`config.mk`:
```
export PLATFORM = sky130hd
export DESIGN_NAME = ready_table_scheduler_select
export DESIGN_NICKNAME = d
export VERILOG_FILES = /design/src/hw/rtl/rts_pkg.sv /design/src/hw/rtl/rts_table.sv /design/src/hw/rtl/rts_ctrl.sv /design/src/hw/rtl/ready_table_scheduler_select.sv
export SDC_FILE = /design/constraint.sdc
export NUM_CORES = 1
export LEC_CHECK = 0
export ABC_AREA = 1
export BUFFER_PORTS_ARGS = -buffer_cell sky130_fd_sc_hd__buf_2
export CAP_MARGIN = 5
export CORE_MARGIN = 5
export CORE_UTILIZATION = 40
export CTS_CLUSTER_DIAMETER = 40
export CTS_CLUSTER_SIZE = 40
export DETAILED_ROUTE_END_ITERATION = 8
export PLACE_DENSITY = 0.63
export SLEW_MARGIN = 20
export SYNTH_ARGS = -nofsm -noshare
export SYNTH_HDL_FRONTEND = slang
export SYNTH_SLANG_ARGS = --single-unit
```
`constraint.sdc`:
```
create_clock -name clk -period 20.8 [get_ports clk]
set_input_delay 1.04 -clock clk [delete_from_list [all_inputs] [get_ports clk]]
set_output_delay 1.04 -clock clk [all_outputs]
set_load 0.01 [all_outputs]
```
`src/hw/rtl/rts_pkg.sv`:
```
`default_nettype none

package rts_pkg;

  localparam int TABLE_DEPTH = 16;
  localparam int IDX_W       = $clog2(TABLE_DEPTH);
  localparam int CNT_W       = $clog2(TABLE_DEPTH + 1);
  localparam int OCC_W       = 5;

  localparam logic [2:0] POL_FCFS     = 3'd0;
  localparam logic [2:0] POL_SJF      = 3'd1;
  localparam logic [2:0] POL_SRTF     = 3'd2;
  localparam logic [2:0] POL_PRIO_PRE = 3'd3;
  localparam logic [2:0] POL_PRIO_NP  = 3'd4;
  localparam logic [2:0] POL_RR       = 3'd5;

  localparam logic MODE_ADMIT  = 1'b0;
  localparam logic MODE_SELECT = 1'b1;

  typedef enum logic [1:0] {
    ST_ADMITTED = 2'd0,
    ST_FULL     = 2'd1,
    ST_SELECTED = 2'd2,
    ST_NONE     = 2'd3
  } status_t;

  typedef struct packed {
    logic        mode;
    logic [15:0] task_id;
    logic [15:0] burst_ticks;
    logic [15:0] remaining_ticks;
    logic [7:0]  prio_level;
    logic        running_valid;
    logic [15:0] running_left;
  } in_item_t;

  typedef struct packed {
    status_t          status;
    logic [15:0]      chosen_id;
    logic [15:0]      chosen_remaining;
    logic [OCC_W-1:0] occupancy;
  } out_item_t;

  typedef struct packed {
    logic [15:0] id;
    logic [15:0] burst;
    logic [15:0] remaining;
    logic [7:0]  prio;
  } entry_t;

  typedef struct packed {
    logic             we;
    logic [IDX_W-1:0] waddr;
    entry_t           wdata;
    logic [IDX_W-1:0] raddr;
  } mem_req_t;

endpackage

`default_nettype wire

```
`src/hw/rtl/rts_table.sv`:
```
`default_nettype none

module rts_table (
  input  wire logic              clk,
  input  wire rts_pkg::mem_req_t req,
  output rts_pkg::entry_t        rd_data
);

  rts_pkg::entry_t mem [rts_pkg::TABLE_DEPTH];

  always_ff @(posedge clk) begin
    if (req.we) begin
      mem[req.waddr] <= req.wdata;
    end
    rd_data <= mem[req.raddr];
  end

endmodule

`default_nettype wire

```
`src/hw/rtl/rts_ctrl.sv`:
```
`default_nettype none

module rts_ctrl (
  input  wire logic               clk,
  input  wire logic               rst,
  input  wire logic               in_valid,
  output logic                    in_stall,
  input  wire rts_pkg::in_item_t  in_data,
  input  wire logic               cfg_valid,
  output logic                    cfg_ready,
  input  wire logic [2:0]         cfg_data,
  output logic                    res_valid,
  output rts_pkg::out_item_t      res,
  input  wire logic               res_take,
  output rts_pkg::mem_req_t       mem_req,
  input  wire rts_pkg::entry_t    rd_data
);

  typedef enum logic [2:0] {
    S_IDLE,
    S_SCAN,
    S_DECIDE,
    S_COMPACT,
    S_DONE
  } state_t;

  state_t                      state;
  logic [rts_pkg::CNT_W-1:0]   count;
  logic [2:0]                  policy;
  logic [rts_pkg::CNT_W-1:0]   ptr;
  logic                        dvld;
  logic [rts_pkg::IDX_W-1:0]   didx;
  logic [rts_pkg::IDX_W-1:0]   best_idx;
  logic [15:0]                 best_key;
  logic [15:0]                 best_id;
  logic [15:0]                 best_rem;
  logic                        run_valid;
  logic [15:0]                 run_left;

  logic [15:0]                 key;
  logic [15:0]                 cmp_a;
  logic [15:0]                 cmp_b;
  logic                        lt;
  logic                        issue;
  logic                        full;
  logic [rts_pkg::CNT_W-1:0]   count_dec;
  logic [rts_pkg::CNT_W-1:0]   after_best;

  always_comb begin
    case (policy)
      rts_pkg::POL_SJF:      key = rd_data.burst;
      rts_pkg::POL_SRTF:     key = rd_data.remaining;
      rts_pkg::POL_PRIO_PRE,
      rts_pkg::POL_PRIO_NP:  key = {8'd0, rd_data.prio};
      default:               key = '0;
    endcase
  end

  // One comparator: entry key vs best during the scan, running task vs best after it.
  always_comb begin
    if (state == S_DECIDE) begin
      cmp_a = run_left;
      cmp_b = best_rem;
    end else begin
      cmp_a = key;
      cmp_b = best_key;
    end
  end

  assign lt         = cmp_a < cmp_b;
  assign issue      = ptr < count;
  assign full       = count >= rts_pkg::CNT_W'(rts_pkg::TABLE_DEPTH);
  assign count_dec  = count - 1'b1;
  assign after_best = rts_pkg::CNT_W'(best_idx) + 1'b1;

  assign in_stall  = state != S_IDLE;
  assign cfg_ready = 1'b1;
  assign res_valid = state == S_DONE;

  always_comb begin
    mem_req.raddr = ptr[rts_pkg::IDX_W-1:0];
    mem_req.we    = 1'b0;
    mem_req.waddr = count[rts_pkg::IDX_W-1:0];
    mem_req.wdata = '{id:        in_data.task_id,
                      burst:     in_data.burst_ticks,
                      remaining: in_data.remaining_ticks,
                      prio:      in_data.prio_level};
    if (state == S_IDLE) begin
      mem_req.we = in_valid && (in_data.mode == rts_pkg::MODE_ADMIT) && !full;
    end else if (state == S_COMPACT) begin
      // shift the younger entry down by one
      mem_req.we    = dvld;
      mem_req.waddr = didx - 1'b1;
      mem_req.wdata = rd_data;
    end
  end

  always_ff @(posedge clk) begin
    if (rst) begin
      state  <= S_IDLE;
      count  <= '0;
      policy <= rts_pkg::POL_FCFS;
      dvld   <= 1'b0;
    end else begin
      if (cfg_valid) begin
        policy <= cfg_data;
      end
      case (state)
        S_IDLE: begin
          if (in_valid) begin
            run_valid <= in_data.running_valid;
            run_left  <= in_data.running_left;
            ptr       <= '0;
            dvld      <= 1'b0;
            res.chosen_id        <= '0;
            res.chosen_remaining <= '0;
            if (in_data.mode == rts_pkg::MODE_ADMIT) begin
              state <= S_DONE;
              if (full) begin
                res.status    <= rts_pkg::ST_FULL;
                res.occupancy <= rts_pkg::OCC_W'(count);
              end else begin
                count         <= count + 1'b1;
                res.status    <= rts_pkg::ST_ADMITTED;
                res.occupancy <= rts_pkg::OCC_W'(count + 1'b1);
              end
            end else if (count == '0) begin
              res.status    <= rts_pkg::ST_NONE;
              res.occupancy <= '0;
              state         <= S_DONE;
            end else begin
              state <= S_SCAN;
            end
          end
        end
        S_SCAN: begin
          if (issue) begin
            ptr  <= ptr + 1'b1;
            dvld <= 1'b1;
            didx <= ptr[rts_pkg::IDX_W-1:0];
          end else begin
            dvld <= 1'b0;
          end
          if (dvld && (didx == '0 || lt)) begin
            best_idx <= didx;
            best_key <= key;
            best_id  <= rd_data.id;
            best_rem <= rd_data.remaining;
          end
          if (dvld && !issue) begin
            state <= S_DECIDE;
          end
        end
        S_DECIDE: begin
          if (policy == rts_pkg::POL_SRTF && run_valid && lt) begin
            // keep the running task
            res.status    <= rts_pkg::ST_NONE;
            res.occupancy <= rts_pkg::OCC_W'(count);
            state         <= S_DONE;
          end else begin
            res.status           <= rts_pkg::ST_SELECTED;
            res.chosen_id        <= best_id;
            res.chosen_remaining <= best_rem;
            res.occupancy        <= rts_pkg::OCC_W'(count_dec);
            ptr                  <= after_best;
            if (after_best >= count) begin
              count <= count_dec;
              state <= S_DONE;
            end else begin
              state <= S_COMPACT;
            end
          end
        end
        S_COMPACT: begin
          if (issue) begin
            ptr  <= ptr + 1'b1;
            dvld <= 1'b1;
            didx <= ptr[rts_pkg::IDX_W-1:0];
          end else begin
            dvld <= 1'b0;
          end
          if (dvld && !issue) begin
            count <= count_dec;
            state <= S_DONE;
          end
        end
        S_DONE: begin
          if (res_take) begin
            state <= S_IDLE;
          end
        end
        default: begin
          state <= S_IDLE;
        end
      endcase
    end
  end

endmodule

`default_nettype wire

```
`src/hw/rtl/ready_table_scheduler_select.sv`:
```
// Admit, and select on an empty table: the controller goes straight from idle to done, with no scan.
// Select: a scan over the N entries held (N = entries held), then a decide step, plus a compaction pass
//   when entry k is removed and the younger entries shift down.
// One item in flight; the next item is accepted the cycle after the result moves to
//   the output register.
// Sync reset empties the table, sets policy to FCFS and drops any pending item.
`default_nettype none

module ready_table_scheduler_select (
  input  wire logic               clk,
  input  wire logic               rst,
  input  wire logic               in_valid,
  output logic                    in_stall,
  input  wire rts_pkg::in_item_t  in_data,
  output logic                    out_valid,
  input  wire logic               out_stall,
  output rts_pkg::out_item_t      out_data,
  input  wire logic               cfg_valid,
  output logic                    cfg_ready,
  input  wire logic [2:0]         cfg_data
);

  logic                res_valid;
  rts_pkg::out_item_t  res;
  logic                res_take;
  logic                slot_free;
  rts_pkg::mem_req_t   mem_req;
  rts_pkg::entry_t     rd_data;

  rts_ctrl u_ctrl (
    .clk       (clk),
    .rst       (rst),
    .in_valid  (in_valid),
    .in_stall  (in_stall),
    .in_data   (in_data),
    .cfg_valid (cfg_valid),
    .cfg_ready (cfg_ready),
    .cfg_data  (cfg_data),
    .res_valid (res_valid),
    .res       (res),
    .res_take  (res_take),
    .mem_req   (mem_req),
    .rd_data   (rd_data)
  );

  rts_table u_table (
    .clk     (clk),
    .req     (mem_req),
    .rd_data (rd_data)
  );

  assign slot_free = !out_valid || !out_stall;
  assign res_take  = res_valid && slot_free;

  always_ff @(posedge clk) begin
    if (rst) begin
      out_valid <= 1'b0;
    end else if (slot_free) begin
      out_valid <= res_valid;
    end
  end

  always_ff @(posedge clk) begin
    if (res_take) begin
      out_data <= res;
    end
  end

endmodule

`default_nettype wire

```
# Word-level counts from Yosys, hierarchy flattened
# Memories as Yosys holds them, arrays and structs flattened. A register that Yosys moved wholly into a read port is not among the register bits.
# Cells that the tools add are included.
dict set report word_totals {
  wordCells 123
  reg_bits 169
  ram_bits 896
  memories 1
  input_bits 82
}
dict set report op_classes {
  n_reduce_logical 32
  magnitude_cmp 4
  bitwise_logic 2
  n_mux 41
  n_eq_ne 17
  n_addsub 5
}
# name depth width read_ports rd_clocked_by_memory_dff write_ports line_no
set memory_table {}
lappend memory_table {u_table.mem 16 56 1 1 1 rts_table.sv:9} ;# rts_pkg::entry_t mem [rts_pkg::TABLE_DEPTH];
# op n
set op_table {}
lappend op_table {{$pmux 39 s2} 1}
lappend op_table {{$mux 61} 1}
lappend op_table {{$mux 5} 12}
lappend op_table {{$mux 60} 1}
lappend op_table {{$pmux 16 s3} 1}
lappend op_table {{$mux 39} 1}
lappend op_table {{$mux 16} 2}
lappend op_table {{$mux 32} 1}
lappend op_table {{$pmux 5 s3} 2}
lappend op_table {{$mux 3} 8}
lappend op_table {{$lt 16x16->1} 1}
lappend op_table {{$pmux 3 s5} 1}
lappend op_table {{$eq 3x2->1 const B} 4}
lappend op_table {{$reduce_and 4->1} 3}
lappend op_table {{$add 5x1->5 const B} 2}
lappend op_table {{$ne 2x2->1 const B} 5}
lappend op_table {{$reduce_and 3->1} 3}
lappend op_table {{$reduce_bool 3->1} 3}
lappend op_table {{$logic_and 1x1->1} 7}
lappend op_table {{$mux 1} 7}
lappend op_table {{$eq 3x1->1 const B} 2}
lappend op_table {{$eq 3x3->1 const B} 2}
lappend op_table {{$ne 2x1->1 const B} 3}
lappend op_table {{$reduce_and 6->1} 1}
lappend op_table {{other kinds (19)} 27}

# Logic depth before layout (Yosys ltp)
dict set report logic_depth {
  depth_word 8
  depth_mapped 22
  ltp_nobuf 20
}

# Cells and area by module
# Synthesis repeated with hierarchy kept, for this count alone.
dict set report hier_totals {
  cells_unflattened 4504
  area_unflattened_um2 47735.8
}
# mod seq_area_each_um2 n_inst area_per_inst_um2 cells_each
set modules_own_cells {}
lappend modules_own_cells {rts_table 28026.9 1 39681.8 3688}
lappend modules_own_cells {rts_ctrl 3753.6 1 6841.6 772}
lappend modules_own_cells {ready_table_scheduler_select 1191.1 1 1212.4 44}

# Least setup slack after synthesis
# No wires, ideal clock.
dict set report synth_path {
  path_kind {register -> register}
  from {reg u_ctrl.state[2]}
  to {reg u_ctrl.best_id[0] (enable)}
  period_less_slack_ns 7.680
  stages_incl_launch_ff 16
  required_time_ns 20.204
  slack_ns 13.120
  setup_ns 0.596
  t_arrival_ns 7.084
  n_path_buf 2
  path_cell_list {dfxtp_1 -> inv_4 -> nand2_4 -> nor2_8 -> inv_2 -> buf_2 -> buf_1 -> nand2_1 -> nand2_1 -> ha_1 -> nand2_1 -> nor2_1 -> a211oi_1 -> o221a_2 -> a22oi_1 -> nor4_1}
}
dict set report synth_between {
  elab_chain_len 6
  elab_cells_between_ends 8
  cone_classes {1 x order compare; 2 x eq/ne; 2 x mux; 3 x reduce/logical}
}
# element line_no
set synth_lines {}
lappend synth_lines {{start, declared} rts_ctrl.sv:27} ;# state_t state;
lappend synth_lines {{start signal, assigned} rts_ctrl.sv:100} ;# state <= S_IDLE;
lappend synth_lines {{start signal, assigned} rts_ctrl.sv:118} ;# state <= S_DONE;
lappend synth_lines {{start signal, assigned} rts_ctrl.sv:130} ;# state <= S_DONE;
lappend synth_lines {{$eq 3x2->1} rts_ctrl.sv:61} ;# if (state == S_DECIDE) begin
lappend synth_lines {{$mux 16} rts_ctrl.sv:61}
lappend synth_lines {{$lt 16x16->1} rts_ctrl.sv:70} ;# assign lt = cmp_a < cmp_b;
lappend synth_lines {{$logic_or 1x1->1} rts_ctrl.sv:144} ;# if (dvld && (didx == '0 || lt)) begin
lappend synth_lines {{$logic_and 1x1->1} rts_ctrl.sv:144}
lappend synth_lines {{$reduce_and 3->1 (no source line) (*)} n/a}
lappend synth_lines {{end signal, assigned} rts_ctrl.sv:147} ;# best_id <= rd_data.id;
lappend synth_lines {{end, declared} rts_ctrl.sv:35} ;# logic [15:0] best_id;
# Mark *: on every way between the ends. The rest lies on a longest branch, timed or not.
# A chain may end at the register's enable or synchronous reset.

# Worst setup path in the final report
dict set report layout_path {
  from {reg u_ctrl.state[0]}
  to {mem u_table.mem[12][47] (netlist bit) (enable)}
}
dict set report layout_between {
  elab_chain_len 5
  elab_cells_between_ends 7
  cone_classes {1 x eq/ne; 5 x mux; 1 x reduce/logical}
}
# element line_no
set layout_lines {}
lappend layout_lines {{$eq 3x2->1} rts_ctrl.sv:90} ;# end else if (state == S_COMPACT) begin
lappend layout_lines {{$mux 61} rts_ctrl.sv:90}
lappend layout_lines {{$mux 1} rts_ctrl.sv:88} ;# if (state == S_IDLE) begin
lappend layout_lines {{$mux 1} rts_table.sv:12} ;# if (req.we) begin
lappend layout_lines {{$mux 1 (implied by the code)} rts_table.sv:13} ;# mem[req.waddr] <= req.wdata;
lappend layout_lines {{end, declared} rts_table.sv:9}
# Parallel ways exist; a longest one is shown, timed or not.

==> impl_metrics.tcl <==
set metrics [dict create \
    status "completed" \
    place.gp.congestion 0.7937 \
    synth_nets 3415 \
    crit_required_ps 21100 \
    ys_warn_count 0 \
    p_seq_share_pct 45.9 \
    post_synth.cell_area_avg_sq_um 13.13 \
    internal_power_uw 4142 \
    grt_usage_pct 19.23 \
    grt_max_degree 197 \
    cts_buffer_depth 3 \
    overflow 0 \
    drc 0 \
    initialDrtViolationCount 2709 \
    cts_setup_buffers 0 \
    fin_util_pct 46.30 \
    vias_per_cell 5.564 \
    yosysTopAreaCell "edfxtp_1" \
    worstSetupPathType "reg -> reg" \
    max_stage_delay_ps 930 \
    crit_end "u_table.mem[12][47]$_DFFE_PP_" \
    ys_seq_area_share_pct 76.02 \
    nets 3523 \
    rows 120 \
    synth_area_leaders "edfxtp_1 73%, nand2_1 5.3%, o21ai_0 3.8%" \
    clock_sinks 1121 \
    r2r-start "u_ctrl.state[0]$_SDFFE_PP0P_" \
    holdWs_ps 418.5 \
    clock_latency_ps 700 \
    ys_ff_latch 1121 \
    power_frac_clock_pct 35.2 \
    dieArea_sq_um 115100 \
    critical_path.cell_chain "inv_1, nor2_4, buf_4, inv_4, o21ai_1, nand3_1, nor2_4, buf_4" \
    path_buf_inv 4 \
    cp.depth 8 \
    r2r-end "u_table.mem[12][47]$_DFFE_PP_" \
    synth_flop_cell "edfxtp_1" \
    postRouteAntennaNets 0 \
    cts_hold_buffers 0 \
    fp.dieW_microns 339.3 \
    start_util_pct 40.40 \
    cts_tree "yes" \
    ir_drop_v 0.00008778 \
    drtPass1Iterations 6 \
    hold_viol_final 0 \
    root_buffer "clkbuf_16" \
    nFillCells 9361 \
    grt_pass1_vias 25890 \
    synthDistinctLibCells 47 \
    cts_made_buffers 116 \
    port_buffers 122 \
    comb_power_share_pct 18.9 \
    clk_pin_slew_ps 60 \
    totalNegativeSetupSlack_ps 0 \
    maxCapViolations 0 \
    p_sw_share_pct 30.81 \
    fin_crit_sh_pct 22.26 \
    tightest_slew_ps 1135 \
    period_minus_slack_ps 4630 \
    cp_max_fo 61 \
    fp.coreArea_sq_um 107400 \
    drive_gt1_share_pct 12.58 \
    ff2ff_path_depth 8 \
    critPathLaunchType "flip-flop" \
    power.leakage_uw 0.01720 \
    antenna_found_initial 2 \
    synth_edf_count 1052 \
    post_cts_resized 0 \
    critical_path.slowest_cell "nor2_4" \
    r2r_slack_ps 16170 \
    setup_viol 0 \
    yosys.area.top_type_share_pct 72.83 \
    critPathTopFamily "buffers and inverters" \
    finalClockSkew_ps 31.81 \
    area_growth_pct 14.59 \
    vias 27360 \
    power_density_nw_per_um2 120.4 \
    p_switching_uw 1844 \
    cp-startpoint "u_ctrl.state[0]$_SDFFE_PP0P_" \
    die_h_microns 339.3 \
    hp-class "reg -> reg" \
    grt_pass1_wl_microns 169300 \
    cp-end-kind "flip-flop" \
    async_flop_share_pct 0 \
    insertedDiodeCount 0 \
    synth_cells 3303 \
    io_pins 124 \
    timing.final.max_slew_violations 0 \
    rsz0062_at_grt "no" \
    wire_per_inst_microns 23.22 \
    hpwl_microns 58810 \
    htree_num_levels 3 \
    postRouteWirelength_microns 114200 \
    fmax_ghz 0.2160 \
    synth_area_sq_um 43370 \
    arrival_ps 4930 \
    relSlewSlack_pct 24.36 \
]
[layout by cell type (no fill, tap or decap), types with 4 or more instances in the layout]
cell type	synthesis	final
buf_2	17	122
nor3_1	4	4
inv_2	6	5
nand3_1	108	108
clkinv_2	0	15
inv_1	115	112
o22ai_1	73	73
clkinv_1	1	7
a221oi_1	64	64
ha_1	30	30
a21oi_1	155	155
o221ai_1	55	55
clkinv_8	0	6
clkbuf_1	167	9
o21ai_0	326	322
nor2_4	0	20
nand2_1	609	608
dfxtp_1	69	69
buf_4	1	64
inv_8	0	10
inv_6	0	19
nand4_1	57	57
o21ai_1	30	32
xor2_1	7	7
nor2_1	305	285
bufinv_16	0	8
clkbuf_16	0	118
edfxtp_1	1052	1052
clkinvlp_4	0	11
clkinv_4	0	18
[worst min path at each step]
stage	start	end	slack [ps]	cells after the start
floorplan	u_ctrl.res[0]$_DFFE_PP_	out_data[0]$_DFFE_PP_	400	0
global placement	u_ctrl.res[6]$_SDFFCE_PN0P_	out_data[6]$_DFFE_PP_	400	0
detailed placement	u_ctrl.res[17]$_SDFFCE_PN0P_	out_data[17]$_DFFE_PP_	400	0
CTS	u_ctrl.res[22]$_SDFFCE_PN0P_	out_data[22]$_DFFE_PP_	410	0
global route	u_ctrl.res[12]$_SDFFCE_PN0P_	out_data[12]$_DFFE_PP_	430	0
finish	u_ctrl.res[17]$_SDFFCE_PN0P_	out_data[17]$_DFFE_PP_	420	0
[worst register-to-register path: cells and delay by family, from the launching register on]
family                 cells  cell delay [ps]
and+or+nand+nor            3             1470
DFF                        1              550
AOI/OAI and AO/OA          1              430
buffers and inverters      4             1760
[synthesized netlist by cell type, types with 2 or more instances]
cell	number
edfxtp_1	1052
nand2_1	609
o21ai_0	326
nor2_1	305
clkbuf_1	167
a21oi_1	155
inv_1	115
nand3_1	108
o22ai_1	73
dfxtp_1	69
a221oi_1	64
nand4_1	57
o221ai_1	55
ha_1	30
o21ai_1	30
buf_2	17
buf_1	15
xor2_1	7
inv_2	6
nor3_1	4
a211oi_1	3
a32o_1	3
o21a_1	3
a21oi_2	2
a31oi_1	2
nand3_2	2
o2111ai_1	2
or2_2	2
xnor2_1	2
[final cells by class]
type	instances	area [sq um]	area share (%)
inverter	123	480.5	0.9667
tap	1403	1755	3.532
clock inverter	92	965.9	1.943
multi-input combinational	1858	9323	18.76
clock buffer	128	3000	6.037
timing repair buffer	191	1206	2.427
sequential	1121	32970	66.34
[power groups by stage]
stage          Combinational [uW]  Clock, uW  Sequential [uW]
6_report                     1130       2100             2750
5_1_grt                      1240       2230             2760
4_1_cts                      1120       2140             2750
3_5_place_dp                 1120          0             2800
3_3_place_gp                 1110          0             2790
2_1_floorplan                 693          0             2770
[per-layer routing]
metal	wire (microns)	vias up	track usage, %
met5	13	-	0
met4	2368	2	5.127
met3	9863	187	3.238
met2	53090	1238	30.75
met1	48830	13550	27.54
li1	-	12380	-
[state kept, by name, summed over array words and instances, names as in the netlist]
| register | cells |
|---|---|
| out_data | 39 |
| out_valid | 1 |
| u_ctrl.best_id | 16 |
| u_ctrl.best_idx | 4 |
| u_ctrl.best_key | 16 |
| u_ctrl.best_rem | 16 |
| u_ctrl.count | 5 |
| u_ctrl.didx | 4 |
| u_ctrl.dvld | 1 |
| u_ctrl.policy | 3 |
| u_ctrl.ptr | 5 |
| u_ctrl.res | 39 |
| u_ctrl.run_left | 16 |
| u_ctrl.run_valid | 1 |
| u_ctrl.state | 3 |
| u_table.mem | 896 |
| u_table.rd_data | 56 |
[kinds of logic (layout without fill, tap and decap cells)]
logic type	after synthesis	in the layout	synth area share [%]
AO/OA/AOI/OAI	723	723	9.733
XOR/XNOR	9	9	0.1817
adder cells (fa/ha/maj)	30	30	0.8654
buffers and inverters	324	534	2.885
flip-flops	1121	1121	76.02
multiplexers	1	1	0.02308
other	1	1	0.008646
AND/OR/NAND/NOR	1094	1094	10.29
[metrics by stage]
step / total power [uW] / area, sq um / setup slack [ps] / std cells
2_1_floorplan: 3466 / 43370 / 13120 / 3303
3_3_place_gp: 3902 / 45670 / 16340 / 4694
3_5_place_dp: 3913 / 45670 / 16240 / 4694
4_1_cts: 6006 / 49640 / 16200 / 4914
5_1_grt: 6235 / 49700 / 15960 / 4916
6_report: 5986 / 49700 / 16170 / 4916
Note: power is estimated with default switching activity, not from simulation.
